### config.mk
export PLATFORM = sky130hd
export DESIGN_NAME = sparse_image_chunk_decoder
export DESIGN_NICKNAME = d
export VERILOG_FILES = /design/src/design/sic_pkg.sv /design/src/design/sic_in_reg.sv /design/src/design/sic_core.sv /design/src/design/sic_out_reg.sv /design/src/design/sparse_image_chunk_decoder.sv
export SDC_FILE = /design/constraint.sdc
export NUM_CORES = 2
export LEC_CHECK = 0
export ABC_AREA = 1
export BUFFER_PORTS_ARGS = -buffer_cell sky130_fd_sc_hd__buf_2
export CAP_MARGIN = 10
export CORE_MARGIN = 2
export CORE_UTILIZATION = 40
export CTS_CLUSTER_DIAMETER = 80
export DETAILED_ROUTE_END_ITERATION = 7
export GPL_TIMING_DRIVEN = 1
export SYNTH_ARGS = -nofsm -noshare
export SYNTH_HDL_FRONTEND = slang
export SYNTH_HIERARCHICAL = 1
export SYNTH_SLANG_ARGS = --single-unit
### constraint.sdc
create_clock -name clock -period 9.2 [get_ports clock]
set_input_delay 0.92 -clock clock [delete_from_list [all_inputs] [get_ports clock]]
set_output_delay 0.92 -clock clock [all_outputs]
set_load 0.01 [all_outputs]
### src/design/sic_pkg.sv
// shared types and constants of the sparse image chunk decoder
`default_nettype none
package sic_pkg;

   localparam logic [31:0] SPARSE_MAGIC = 32'hED26_FF3A;
   localparam logic [15:0] SPARSE_MAJOR = 16'h0001;
   localparam logic [15:0] FILE_HDR_BYTES = 16'd28;
   localparam logic [15:0] CHUNK_HDR_BYTES = 16'd12;
   localparam logic [31:0] SKIP_CHUNK_BYTES = 32'd12;
   localparam logic [31:0] FILL_CHUNK_BYTES = 32'd16;

   localparam logic [15:0] CHUNK_RAW = 16'hCAC1;
   localparam logic [15:0] CHUNK_FILL = 16'hCAC2;
   localparam logic [15:0] CHUNK_SKIP = 16'hCAC3;
   localparam logic [15:0] CHUNK_CRC = 16'hCAC4;

   localparam logic [1:0] KIND_DATA = 2'd0;
   localparam logic [1:0] KIND_WRITE = 2'd1;
   localparam logic [1:0] KIND_FILL = 2'd2;
   localparam logic [1:0] KIND_STATUS = 2'd3;

   localparam logic [2:0] STAT_OK = 3'd0;
   localparam logic [2:0] STAT_SHORT = 3'd1;
   localparam logic [2:0] STAT_HDR_SIZE = 3'd2;
   localparam logic [2:0] STAT_BLK_MULT = 3'd3;
   localparam logic [2:0] STAT_CHUNK_HDR = 3'd4;
   localparam logic [2:0] STAT_OVERFLOW = 3'd5;
   localparam logic [2:0] STAT_NOT_SPARSE = 3'd6;

   localparam logic [1:0] CSR_PART_START = 2'd0;
   localparam logic [1:0] CSR_PART_SIZE = 2'd1;
   localparam logic [1:0] CSR_BLK_SHIFT = 2'd2;

   localparam logic [4:0] BLK_SHIFT_RESET = 5'd9;

   typedef struct packed {
      logic [31:0] word;
      logic        last;
   } item_type;

   typedef struct packed {
      logic [1:0]  kind;
      logic [47:0] block_address;
      logic [47:0] blk_count;
      logic [31:0] payload;
      logic [2:0]  status;
      logic        finished;
   } result_type;

   typedef struct packed {
      logic [47:0] part_start;
      logic [47:0] part_size;
      logic [4:0]  blk_shift;
   } cfg_type;

endpackage
`default_nettype wire

### src/design/sic_in_reg.sv
// input register holding one image word
`default_nettype none
module sic_in_reg (
   input  wire logic              clock,
   input  wire logic              reset,
   input  wire logic              req_tvalid,
   output logic                   req_tready,
   input  wire sic_pkg::item_type req_item,
   input  wire logic              take,
   output logic                   item_valid,
   output sic_pkg::item_type      item
);
   import sic_pkg::*;

   logic     valid_ff, valid_in;
   item_type item_ff;

   assign req_tready = !valid_ff || take;
   assign valid_in = req_tready ? req_tvalid : valid_ff;

   always_ff @(posedge clock) begin
      if (reset) begin
         valid_ff <= 1'b0;
      end else begin
         valid_ff <= valid_in;
      end
   end

   always_ff @(posedge clock) begin
      if (req_tvalid && req_tready) begin
         item_ff <= req_item;
      end
   end

   assign item_valid = valid_ff;
   assign item = item_ff;

endmodule
`default_nettype wire

### src/design/sic_core.sv
// header and chunk parser: state and result of one image word per cycle while the result register is free
`default_nettype none
module sic_core (
   input  wire logic              clock,
   input  wire logic              reset,
   input  wire sic_pkg::cfg_type  cfg,
   input  wire logic              item_valid,
   input  wire sic_pkg::item_type item,
   input  wire logic              out_free,
   output logic                   take,
   output logic                   res_valid,
   output sic_pkg::result_type    res
);
   import sic_pkg::*;

   localparam logic [2:0] PH_HDR = 3'd0;
   localparam logic [2:0] PH_CHUNK = 3'd1;
   localparam logic [2:0] PH_RAW = 3'd2;
   localparam logic [2:0] PH_FILL = 3'd3;
   localparam logic [2:0] PH_CRC = 3'd4;
   localparam logic [2:0] PH_DRAIN = 3'd5;

   logic [2:0]  phase_ff, phase_in;
   logic [2:0]  widx_ff, widx_in;
   logic [31:0] hdr_sizes_ff, hdr_sizes_in;
   logic [31:0] blk_bytes_ff, blk_bytes_in;
   logic [31:0] chunks_total_ff, chunks_total_in;
   logic [31:0] chunks_seen_ff, chunks_seen_in;
   logic [47:0] next_block_ff, next_block_in;
   logic [47:0] blocks_left_ff, blocks_left_in;
   logic [15:0] chunk_kind_ff, chunk_kind_in;
   logic [47:0] chunk_blocks_ff, chunk_blocks_in;
   logic [63:0] bytes_ff, bytes_in;
   logic [61:0] raw_left_ff, raw_left_in;

   logic [63:0] lba;
   logic [63:0] bytes_total;
   logic [31:0] blk_mask;
   logic [31:0] seen_next;
   logic        done;
   logic [47:0] done_blocks;
   logic        fin;
   logic [2:0]  fin_st;
   logic        have;
   result_type  res_c;

   assign take = item_valid && out_free;

   assign lba = bytes_ff >> cfg.blk_shift;
   assign bytes_total = bytes_ff + 64'd12;
   assign blk_mask = ~(32'hFFFF_FFFF << cfg.blk_shift);
   assign seen_next = chunks_seen_ff + 32'd1;

   always_comb begin
      phase_in = phase_ff;
      widx_in = widx_ff;
      hdr_sizes_in = hdr_sizes_ff;
      blk_bytes_in = blk_bytes_ff;
      chunks_total_in = chunks_total_ff;
      chunks_seen_in = chunks_seen_ff;
      next_block_in = next_block_ff;
      blocks_left_in = blocks_left_ff;
      chunk_kind_in = chunk_kind_ff;
      chunk_blocks_in = chunk_blocks_ff;
      bytes_in = bytes_ff;
      raw_left_in = raw_left_ff;
      done = 1'b0;
      done_blocks = chunk_blocks_ff;
      fin = 1'b0;
      fin_st = STAT_OK;
      have = 1'b0;
      res_c = '0;
      res_c.kind = KIND_STATUS;

      if (phase_ff == PH_DRAIN) begin
         // swallow words up to the end flag
         if (item.last) begin
            phase_in = PH_HDR;
            widx_in = '0;
         end
      end else begin
         unique case (phase_ff)
            PH_HDR: begin
               case (widx_ff)
                  3'd0: begin
                     if (item.word != SPARSE_MAGIC) begin
                        fin = 1'b1;
                        fin_st = STAT_NOT_SPARSE;
                     end
                  end
                  3'd1: begin
                     if (item.word[15:0] != SPARSE_MAJOR) begin
                        fin = 1'b1;
                        fin_st = STAT_NOT_SPARSE;
                     end
                  end
                  3'd2: hdr_sizes_in = item.word;
                  3'd3: blk_bytes_in = item.word;
                  3'd5: chunks_total_in = item.word;
                  3'd6: begin
                     if (hdr_sizes_ff[15:0] != FILE_HDR_BYTES) begin
                        fin = 1'b1;
                        fin_st = STAT_HDR_SIZE;
                     end else if ((blk_bytes_ff & blk_mask) != 32'd0) begin
                        fin = 1'b1;
                        fin_st = STAT_BLK_MULT;
                     end else if (hdr_sizes_ff[31:16] != CHUNK_HDR_BYTES) begin
                        fin = 1'b1;
                        fin_st = STAT_CHUNK_HDR;
                     end else begin
                        next_block_in = cfg.part_start;
                        blocks_left_in = cfg.part_size;
                        chunks_seen_in = '0;
                        phase_in = PH_CHUNK;
                        if (chunks_total_ff == 32'd0) begin
                           fin = 1'b1;
                        end
                     end
                  end
                  default: ;
               endcase
               widx_in = (phase_in == PH_HDR) ? widx_ff + 3'd1 : 3'd0;
            end
            PH_CHUNK: begin
               if (widx_ff == 3'd0) begin
                  chunk_kind_in = item.word[15:0];
                  widx_in = 3'd1;
               end else if (widx_ff == 3'd1) begin
                  // byte length of the chunk, ready for the size checks
                  bytes_in = {32'd0, item.word} * {32'd0, blk_bytes_ff};
                  widx_in = 3'd2;
               end else begin
                  widx_in = 3'd0;
                  if (lba > {16'd0, blocks_left_ff}) begin
                     fin = 1'b1;
                     fin_st = STAT_OVERFLOW;
                  end else begin
                     chunk_blocks_in = lba[47:0];
                     done_blocks = lba[47:0];
                     case (chunk_kind_ff)
                        CHUNK_RAW: begin
                           if (bytes_total != {32'd0, item.word} || bytes_ff[1:0] != 2'd0) begin
                              fin = 1'b1;
                              fin_st = STAT_CHUNK_HDR;
                           end else begin
                              have = 1'b1;
                              res_c.kind = KIND_WRITE;
                              res_c.block_address = next_block_ff;
                              res_c.blk_count = lba[47:0];
                              raw_left_in = bytes_ff[63:2];
                              if (bytes_ff[63:2] == 62'd0) begin
                                 done = 1'b1;
                              end else begin
                                 phase_in = PH_RAW;
                              end
                           end
                        end
                        CHUNK_FILL: begin
                           if (item.word != FILL_CHUNK_BYTES) begin
                              fin = 1'b1;
                              fin_st = STAT_CHUNK_HDR;
                           end else begin
                              phase_in = PH_FILL;
                           end
                        end
                        CHUNK_SKIP: begin
                           if (item.word != SKIP_CHUNK_BYTES) begin
                              fin = 1'b1;
                              fin_st = STAT_CHUNK_HDR;
                           end else begin
                              done = 1'b1;
                           end
                        end
                        CHUNK_CRC: begin
                           if (item.word != FILL_CHUNK_BYTES) begin
                              fin = 1'b1;
                              fin_st = STAT_CHUNK_HDR;
                           end else begin
                              phase_in = PH_CRC;
                           end
                        end
                        default: begin
                           fin = 1'b1;
                           fin_st = STAT_CHUNK_HDR;
                        end
                     endcase
                  end
               end
            end
            PH_RAW: begin
               have = 1'b1;
               res_c.kind = KIND_DATA;
               res_c.payload = item.word;
               raw_left_in = raw_left_ff - 62'd1;
               if (raw_left_ff == 62'd1) begin
                  done = 1'b1;
               end
            end
            PH_FILL: begin
               have = 1'b1;
               res_c.kind = KIND_FILL;
               res_c.block_address = next_block_ff;
               res_c.blk_count = chunk_blocks_ff;
               res_c.payload = item.word;
               done = 1'b1;
            end
            default: begin
               // crc word is skipped
               done = 1'b1;
            end
         endcase

         if (done) begin
            next_block_in = next_block_ff + done_blocks;
            blocks_left_in = blocks_left_ff - done_blocks;
            chunks_seen_in = seen_next;
            phase_in = PH_CHUNK;
            widx_in = 3'd0;
            if (seen_next == chunks_total_ff) begin
               fin = 1'b1;
            end
         end

         if (item.last && !fin) begin
            fin = 1'b1;
            fin_st = STAT_SHORT;
         end

         if (fin) begin
            phase_in = item.last ? PH_HDR : PH_DRAIN;
            widx_in = 3'd0;
            res_c.status = fin_st;
            res_c.finished = 1'b1;
         end
      end
   end

   always_ff @(posedge clock) begin
      if (reset) begin
         phase_ff <= PH_HDR;
         widx_ff <= '0;
         hdr_sizes_ff <= '0;
         blk_bytes_ff <= '0;
         chunks_total_ff <= '0;
         chunks_seen_ff <= '0;
         next_block_ff <= '0;
         blocks_left_ff <= '0;
         chunk_kind_ff <= '0;
         chunk_blocks_ff <= '0;
         bytes_ff <= '0;
         raw_left_ff <= '0;
      end else if (take) begin
         phase_ff <= phase_in;
         widx_ff <= widx_in;
         hdr_sizes_ff <= hdr_sizes_in;
         blk_bytes_ff <= blk_bytes_in;
         chunks_total_ff <= chunks_total_in;
         chunks_seen_ff <= chunks_seen_in;
         next_block_ff <= next_block_in;
         blocks_left_ff <= blocks_left_in;
         chunk_kind_ff <= chunk_kind_in;
         chunk_blocks_ff <= chunk_blocks_in;
         bytes_ff <= bytes_in;
         raw_left_ff <= raw_left_in;
      end
   end

   assign res_valid = take && (fin || have);
   assign res = res_c;

`ifndef SYNTHESIS
   a_end_flag_closes: assert property (@(posedge clock) disable iff (reset)
      (take && item.last) |=> (phase_ff == PH_HDR))
      else $error("end flag did not return parser to header phase");

   a_finish_drains: assert property (@(posedge clock) disable iff (reset)
      (res_valid && res.finished && !item.last) |=> (phase_ff == PH_DRAIN))
      else $error("finished result without end flag did not drain");

   a_data_from_raw: assert property (@(posedge clock) disable iff (reset)
      (res_valid && res.kind == KIND_DATA) |-> (phase_ff == PH_RAW))
      else $error("data word emitted outside a raw chunk");

   a_widx_idle: assert property (@(posedge clock) disable iff (reset)
      (phase_ff != PH_HDR && phase_ff != PH_CHUNK) |-> (widx_ff == 3'd0))
      else $error("word index left nonzero in a body phase");
`endif

endmodule
`default_nettype wire

### src/design/sic_out_reg.sv
// result register on the response side
`default_nettype none
module sic_out_reg (
   input  wire logic                clock,
   input  wire logic                reset,
   input  wire logic                load,
   input  wire sic_pkg::result_type res,
   output logic                     out_free,
   output logic                     rsp_tvalid,
   input  wire logic                rsp_tready,
   output sic_pkg::result_type      rsp_res
);
   import sic_pkg::*;

   logic       valid_ff, valid_in;
   result_type res_ff;

   assign out_free = !valid_ff || rsp_tready;
   assign valid_in = load || (valid_ff && !rsp_tready);

   always_ff @(posedge clock) begin
      if (reset) begin
         valid_ff <= 1'b0;
      end else begin
         valid_ff <= valid_in;
      end
   end

   always_ff @(posedge clock) begin
      if (load) begin
         res_ff <= res;
      end
   end

   assign rsp_tvalid = valid_ff;
   assign rsp_res = res_ff;

endmodule
`default_nettype wire

### src/design/sparse_image_chunk_decoder.sv
// Sparse image chunk decoder: image words in, write/fill commands and data out.
//
// req_*: one 32-bit little-endian image word per request, req_tlast on the
//   last word of the image.
// rsp_*: results; rsp_tuser is the kind (data word, write command, fill
//   command, status only), rsp_tlast marks the one result per image that
//   carries the final status.
// csr_*: register writes (partition start, partition size, device block
//   shift); always ready; write only while no image is in flight, the block does not check.
// Throughput is one word per cycle while rsp_* is not stalled: each word
// passes the input register, the parser logic and the result register
// before its result is presented on rsp_*. The chunk byte length is formed
// by one 32x32 multiply when the chunk size word arrives and checked on
// the next word.
// When rsp_tready is low the result register holds and the input register
// still takes one more request; then req_tready drops.
// Reset empties both registers and sets the parser to wait for a header.
`default_nettype none
module sparse_image_chunk_decoder (
   input  wire logic          clock,
   input  wire logic          reset,
   input  wire logic          req_tvalid,
   output logic               req_tready,
   input  wire logic [31:0]   req_tdata,  // image_word
   input  wire logic          req_tlast,  // end_of_image
   output logic               rsp_tvalid,
   input  wire logic          rsp_tready,
   output logic [135:0]       rsp_tdata,  // block_address, blk_count, payload, status, zeros
   output logic [1:0]         rsp_tuser,  // kind
   output logic               rsp_tlast,  // finished
   input  wire logic          csr_valid,
   output logic               csr_ready,
   input  wire logic [1:0]    csr_index,
   input  wire logic [47:0]   csr_data
);
   import sic_pkg::*;

   logic [47:0] part_start_ff;
   logic [47:0] part_size_ff;
   logic [4:0]  blk_shift_ff;
   cfg_type     cfg;
   item_type    req_item;
   item_type    item;
   logic        item_valid;
   logic        take;
   logic        out_free;
   logic        res_valid;
   result_type  res;
   result_type  rsp_res;

   assign csr_ready = 1'b1;

   always_ff @(posedge clock) begin
      if (reset) begin
         part_start_ff <= '0;
         part_size_ff <= '0;
         blk_shift_ff <= BLK_SHIFT_RESET;
      end else if (csr_valid) begin
         case (csr_index)
            CSR_PART_START: part_start_ff <= csr_data;
            CSR_PART_SIZE: part_size_ff <= csr_data;
            CSR_BLK_SHIFT: blk_shift_ff <= csr_data[4:0];
            default: ;
         endcase
      end
   end

   assign cfg.part_start = part_start_ff;
   assign cfg.part_size = part_size_ff;
   assign cfg.blk_shift = blk_shift_ff;

   assign req_item.word = req_tdata;
   assign req_item.last = req_tlast;

   sic_in_reg u_in_reg (
      .clock      (clock),
      .reset      (reset),
      .req_tvalid (req_tvalid),
      .req_tready (req_tready),
      .req_item   (req_item),
      .take       (take),
      .item_valid (item_valid),
      .item       (item)
   );

   sic_core u_core (
      .clock      (clock),
      .reset      (reset),
      .cfg        (cfg),
      .item_valid (item_valid),
      .item       (item),
      .out_free   (out_free),
      .take       (take),
      .res_valid  (res_valid),
      .res        (res)
   );

   sic_out_reg u_out_reg (
      .clock      (clock),
      .reset      (reset),
      .load       (res_valid),
      .res        (res),
      .out_free   (out_free),
      .rsp_tvalid (rsp_tvalid),
      .rsp_tready (rsp_tready),
      .rsp_res    (rsp_res)
   );

   assign rsp_tdata = {5'd0, rsp_res.status, rsp_res.payload,
                       rsp_res.blk_count, rsp_res.block_address};
   assign rsp_tuser = rsp_res.kind;
   assign rsp_tlast = rsp_res.finished;

endmodule
`default_nettype wire

# After elaboration in Yosys (flattened, before gate mapping)
# Cells that the tools add are included.
# classes
add_sub_neg,6
mul,1
order_cmp,1
eq_ne,41
n_shift,2
muxes,117
n_bitwise,6
reduce_logical,44
# ops
operator,count
2-to-1 mux 48 bit,17
2-to-1 mux 98 bit,5
2-to-1 mux 62 bit,5
2-to-1 mux 32 bit,6
case mux 96 bit (2 select lines),1
case mux 62 bit (2 select lines),1
2-to-1 mux 3 bit,34
adder 64 x 4 -> 64 bit (second input constant),1
== test 16 bit (second input constant),4
> comparator 64 x 48 -> 1 bit,1
multiplier 32 x 32 -> 64 bit,1
inequality test 64 x 32 -> 1 bit,1
right shift 64 x 5 -> 64 bit,1
== test 62 x 1 -> 1 bit (second input constant),1
logical NOT 62 bit,1
subtractor 62 x 1 -> 62 bit (second input constant),1
adder 48 bit,1
subtractor 48 bit,1
2-to-1 mux 1 bit,34
adder 32 x 1 -> 32 bit (second input constant),1
bitwise AND 32 bit,1
== test 32 bit,1
logical NOT 32 bit,1
inequality test 32 bit (second input constant),1
other kinds (41),96
# totals
regBits,690
in_bits,88
output_inout_bits,142
word_cells,244

# Logic depth before layout (Yosys ltp)
# depth
depth_word,20
mapped_depth,54
depth_no_buf,47

# Cells and area by module
# The synthesis kept the hierarchy.
# modules_own_cells
module,n_inst,cells_each,area_per_inst_um2,seq_area_each_um2
sic_core,1,10164,69176.3,8408.1
sparse_image_chunk_decoder,1,658,4355.4,2021.9
sic_out_reg,1,139,4066.4,4043.9
sic_in_reg,1,39,1038.5,1011.0

# Worst setup path before layout
# No wires, ideal clock.
# synth_path
path_kind,flip-flop to flip-flop
startpoint,register u_in_reg.item_ff (netlist bit u_in_reg/item[16])
endpoint,register u_core.bytes_ff[47]
setup_ns,0.115
t_arrival_ns,7.297
required_ns,9.085
setup_slack_ns,1.788
path_stages_with_launch,31
path_buffers,2
synth_period_minus_slack_ns,7.412
path_cell_list,edfxtp_1 > clkbuf_1 > buf_1 > nand2_1 > fa_1 > inv_1 > fa_1 > inv_1 > fa_1 > fa_1 > inv_1 > fa_1 > inv_1 > fa_1 > inv_1 > fa_1 > fa_1 > ha_1 > a21oi_1 > inv_1 > nor2_1 > o21ai_0 > a21boi_0 > o21ai_1 > a21boi_0 > o21ai_1 > a21boi_0 > o21bai_1 > xor2_1 > o21ai_0 > inv_1
# synth_via
elab_chain_len,1
# synth_rtl
element,line_no,source
"start, declared",sic_in_reg.sv:16,item_type item_ff;
"start signal, assigned",sic_in_reg.sv:31,item_ff <= req_item;
multiplier 32 x 32 -> 64 bit,sic_core.sv:130,"bytes_in = {32'd0, item.word} * {32'd0, blk_bytes_ff};"
"end signal, assigned",sic_core.sv:263,bytes_ff <= bytes_in;
"end, declared",sic_core.sv:33,"logic [63:0] bytes_ff, bytes_in;"
# No other way between the ends.
# A chain may end at the register's enable or synchronous reset.

# Worst setup path in the final report
# layout_path
startpoint,register u_in_reg.item_ff (netlist bit u_in_reg/item[13])
endpoint,register u_core.bytes_ff[48]
# The elaborated chain is that of the path after synthesis.

==> flow_summary.yaml <==
final_layout:
  multi_input_area_mm2: 0.05157
  nFillCells: 20170
  regArea_mm2: 0.01549
  final_common_cell: "nand2_1"
  final_cell_mix: "nand2_1 (2466), inv_1 (2383), fa_1 (898)"
  areaGrowthSynthToFinish_pct: 8.905
  drive_gt1_frac: 0.06782
  final_nets: 12350
  stdcell_count: 13670
setup_path:
  r2r_start: "u_in_reg/item[13]$_DFFE_PP_"
  cp_data_required_time_ns: 9.89
  endpoint_kind: "flop"
  start_kind: "flop"
  critical_path.max_fanout: 25
  path_class: "reg -> reg"
  r2r_setup_slack_ns: 0.56
  critPathArrivalTime_ns: 9.34
  r2r_cells: 25
  reg2reg_to: "u_core/bytes_ff[48]$_SDFFE_PP0P_"
yosys:
  async_flop_share: 0
  synth.largest_area_cell: "fa_1"
  synthesis.area_mm2: 0.07864
  synth_edf_count: 167
  synth_top_area_frac: 0.2286
  synth_ff_type: "dfxtp_1"
  ys_seq_area_frac: 0.1969
  ys_warn_count: 6
  synth_area_per_cell_um2: 7.149
  synth_cell_types: 73
  ys_ff_latch: 690
  synthTopCellsByArea: "fa_1 (23%), dfxtp_1 (13%), nand2_1 (12%)"
  synthCells: 11000
sta:
  setup_tns_ns: 0
  setup_viol: 0
  period_needed_ns: 8.645
  rsz0062_at_grt: "no"
  worst_pin_slew_ns: 1.189
  fmax_mhz: 115.7
  hold_violations: 0
  fin_skew_ns: 0.09178
  drv_slew: 0
  min_period_over_period: 0.9396
  max-slew-margin-rel: 0.2065
route:
  first_pass_iters: 8
  route.detailed.drc: 0
  viasPerCell: 5.305
  totalWireLength_um: 302300
  ant_nets: 0
  drt_iter0_markers: 6291
  wl_per_cell_um: 22.12
  num_vias: 72510
placed_design:
  dp_cells: 13490
  port_buffers: 223
  dp_hpwl_um: 239600
  gp_congestion: 0.9946
floorplan:
  pin_count: 230
  core-area_mm2: 0.1952
  die_h_um: 447.4
  die_x_um: 447.4
  dieArea_mm2: 0.2002
  start_util: 0.4029
  row_count: 162
pwr:
  p_leak_nw: 45.49
  vdd_drop_max_mv: 0.1407
  p_total_w: 0.009619
  p_per_area_mw_per_mm2: 112.3
cts:
  clk_pin_slew_ns: 0.07
  clock_latency_ns: 0.79
  cts.sinks: 690
  tritoncts.num_buffers: 89
  holdBufCountCts: 0
  max-clock-path-buffers: 3
  cts_max_level: 3
  cts_tree: "done"
  cts_root_buf: "clkbuf_16"
global_route:
  antenna_found_initial: 10
  grt_start_max_net_pins: 135
  grt_pass1_wl_um: 455000
  grt_usage: 0.3005
  first_global_vias: 73120
  grt_remaining_overflow: 0
min_path:
  hold_path.class: "in -> reg"
  min_to: "u_in_reg/item[31]$_DFFE_PP_"
  hp-start: "req_tdata[30]"
  min_path_cells: 1
status:
  status: "finished, final reports clean"
run:
  drv_cap: 0
## synthesized netlist by cell type (68+ instances only)
| master | number |
|---|---|
| a21oi_1 | 703 |
| a31oi_1 | 78 |
| clkbuf_1 | 393 |
| dfxtp_1 | 523 |
| edfxtp_1 | 167 |
| fa_1 | 898 |
| ha_1 | 410 |
| inv_1 | 2387 |
| nand2_1 | 2467 |
| nand3_1 | 434 |
| nand4_1 | 99 |
| nor2_1 | 748 |
| nor3_1 | 111 |
| o21ai_0 | 586 |
| o21ai_1 | 68 |
| o22ai_1 | 68 |
| xnor2_1 | 82 |
| xor2_1 | 149 |
## cell families (layout without fill, tap and decap cells)
logic type      count (synthesis)  after routing  synth area share
simple gates                 4038           4038            0.2123
buf+inv                      3003           3029            0.1486
compound gates               1701           1701            0.1191
fa+ha+maj                    1308           1308            0.2938
flops                         690            690            0.1969
xor+xnor                      231            231           0.02573
mux                            27             27          0.003437
other cells                     2             20        0.00009550
## cell type report
type	instances	area share
multi-input cells	7311	0.6022
diodes	14	0.0004091
well taps	2624	0.03834
clock buffers	112	0.02903
inverters	2424	0.1065
repair buffers	441	0.03461
flip-flops and latches	690	0.1809
clock inverters	52	0.007962
## metal layers
layer,GRT usage,share of wire
met5,0,0.000083
met4,0.1621,0.060
met3,0.03449,0.058
met2,0.4994,0.47
met1,0.3818,0.41
## state kept, by name, summed over array words and instances (netlist names), 32 cells and up
register / cells
u_out_reg/rsp_res: 134
u_core/bytes_ff: 64
u_core/raw_left_ff: 62
part_size_ff: 48
part_start_ff: 48
u_core/blocks_left_ff: 48
u_core/chunk_blocks_ff: 48
u_core/next_block_ff: 48
u_in_reg/item: 33
u_core/blk_bytes_ff: 32
u_core/chunks_seen_ff: 32
u_core/chunks_total_ff: 32
u_core/hdr_sizes_ff: 32
## per-stage QoR
stage / util / cell area [µm²] / setup slack [ns] / hold slack (ns)
after floorplan: - / 78650 / 1.788 / 0.4300
after global placement: 0.4223 / 82440 / 0.5865 / 0.4419
after detailed placement: 0.4223 / 82440 / 0.6093 / 0.4509
after CTS: 0.4386 / 85600 / 0.5940 / 0.2849
after global routing: 0.4387 / 85630 / 0.1088 / 0.3157
final: 0.4387 / 85640 / 0.5552 / 0.3273
## where the power goes
part	switching [W]	total (W)	internal, W
logic	0.00174	0.00244	0.000699
registers	0.000139	0.00340	0.00326
clock network	0.00162	0.00378	0.00216
total	0.00350	0.00962	0.00612
## worst max-delay path by stage
stage,start,end
after floorplan,u_in_reg/item[16]$_DFFE_PP_,u_core/bytes_ff[47]$_SDFFE_PP0P_
after global placement,u_core/blk_bytes_ff[8]$_SDFFE_PP0P_,u_core/bytes_ff[52]$_SDFFE_PP0P_
after detailed placement,u_core/blk_bytes_ff[2]$_SDFFE_PP0P_,u_core/bytes_ff[45]$_SDFFE_PP0P_
after CTS,u_core/blk_bytes_ff[2]$_SDFFE_PP0P_,u_core/bytes_ff[45]$_SDFFE_PP0P_
after global routing,u_in_reg/item[13]$_DFFE_PP_,u_core/bytes_ff[45]$_SDFFE_PP0P_
final,u_in_reg/item[13]$_DFFE_PP_,u_core/bytes_ff[48]$_SDFFE_PP0P_
## worst max-delay path, stage by stage (launching register included)
cell,delay [ns]
edfxtp_1,1.06
buf_4,0.52
nand2_1,0.13
fa_1,0.51
fa_1,0.55
inv_1,0.05
fa_1,0.49
fa_1,0.58
fa_1,0.45
fa_1,0.41
fa_1,0.51
inv_1,0.05
fa_1,0.47
inv_1,0.04
ha_1,0.41
a21oi_1,0.19
inv_1,0.08
a31oi_1,0.23
o21ai_0,0.24
a21oi_1,0.26
inv_1,0.13
a21oi_1,0.34
o21ai_0,0.20
xor2_1,0.46
o21ai_0,0.14
inv_1,0.09
## repair_timing
item,CTS,global route
gates resized for setup,0,1
setup endpoints to repair,0,3
buffers inserted,0,0
Note: power is estimated with default switching activity, not from simulation.
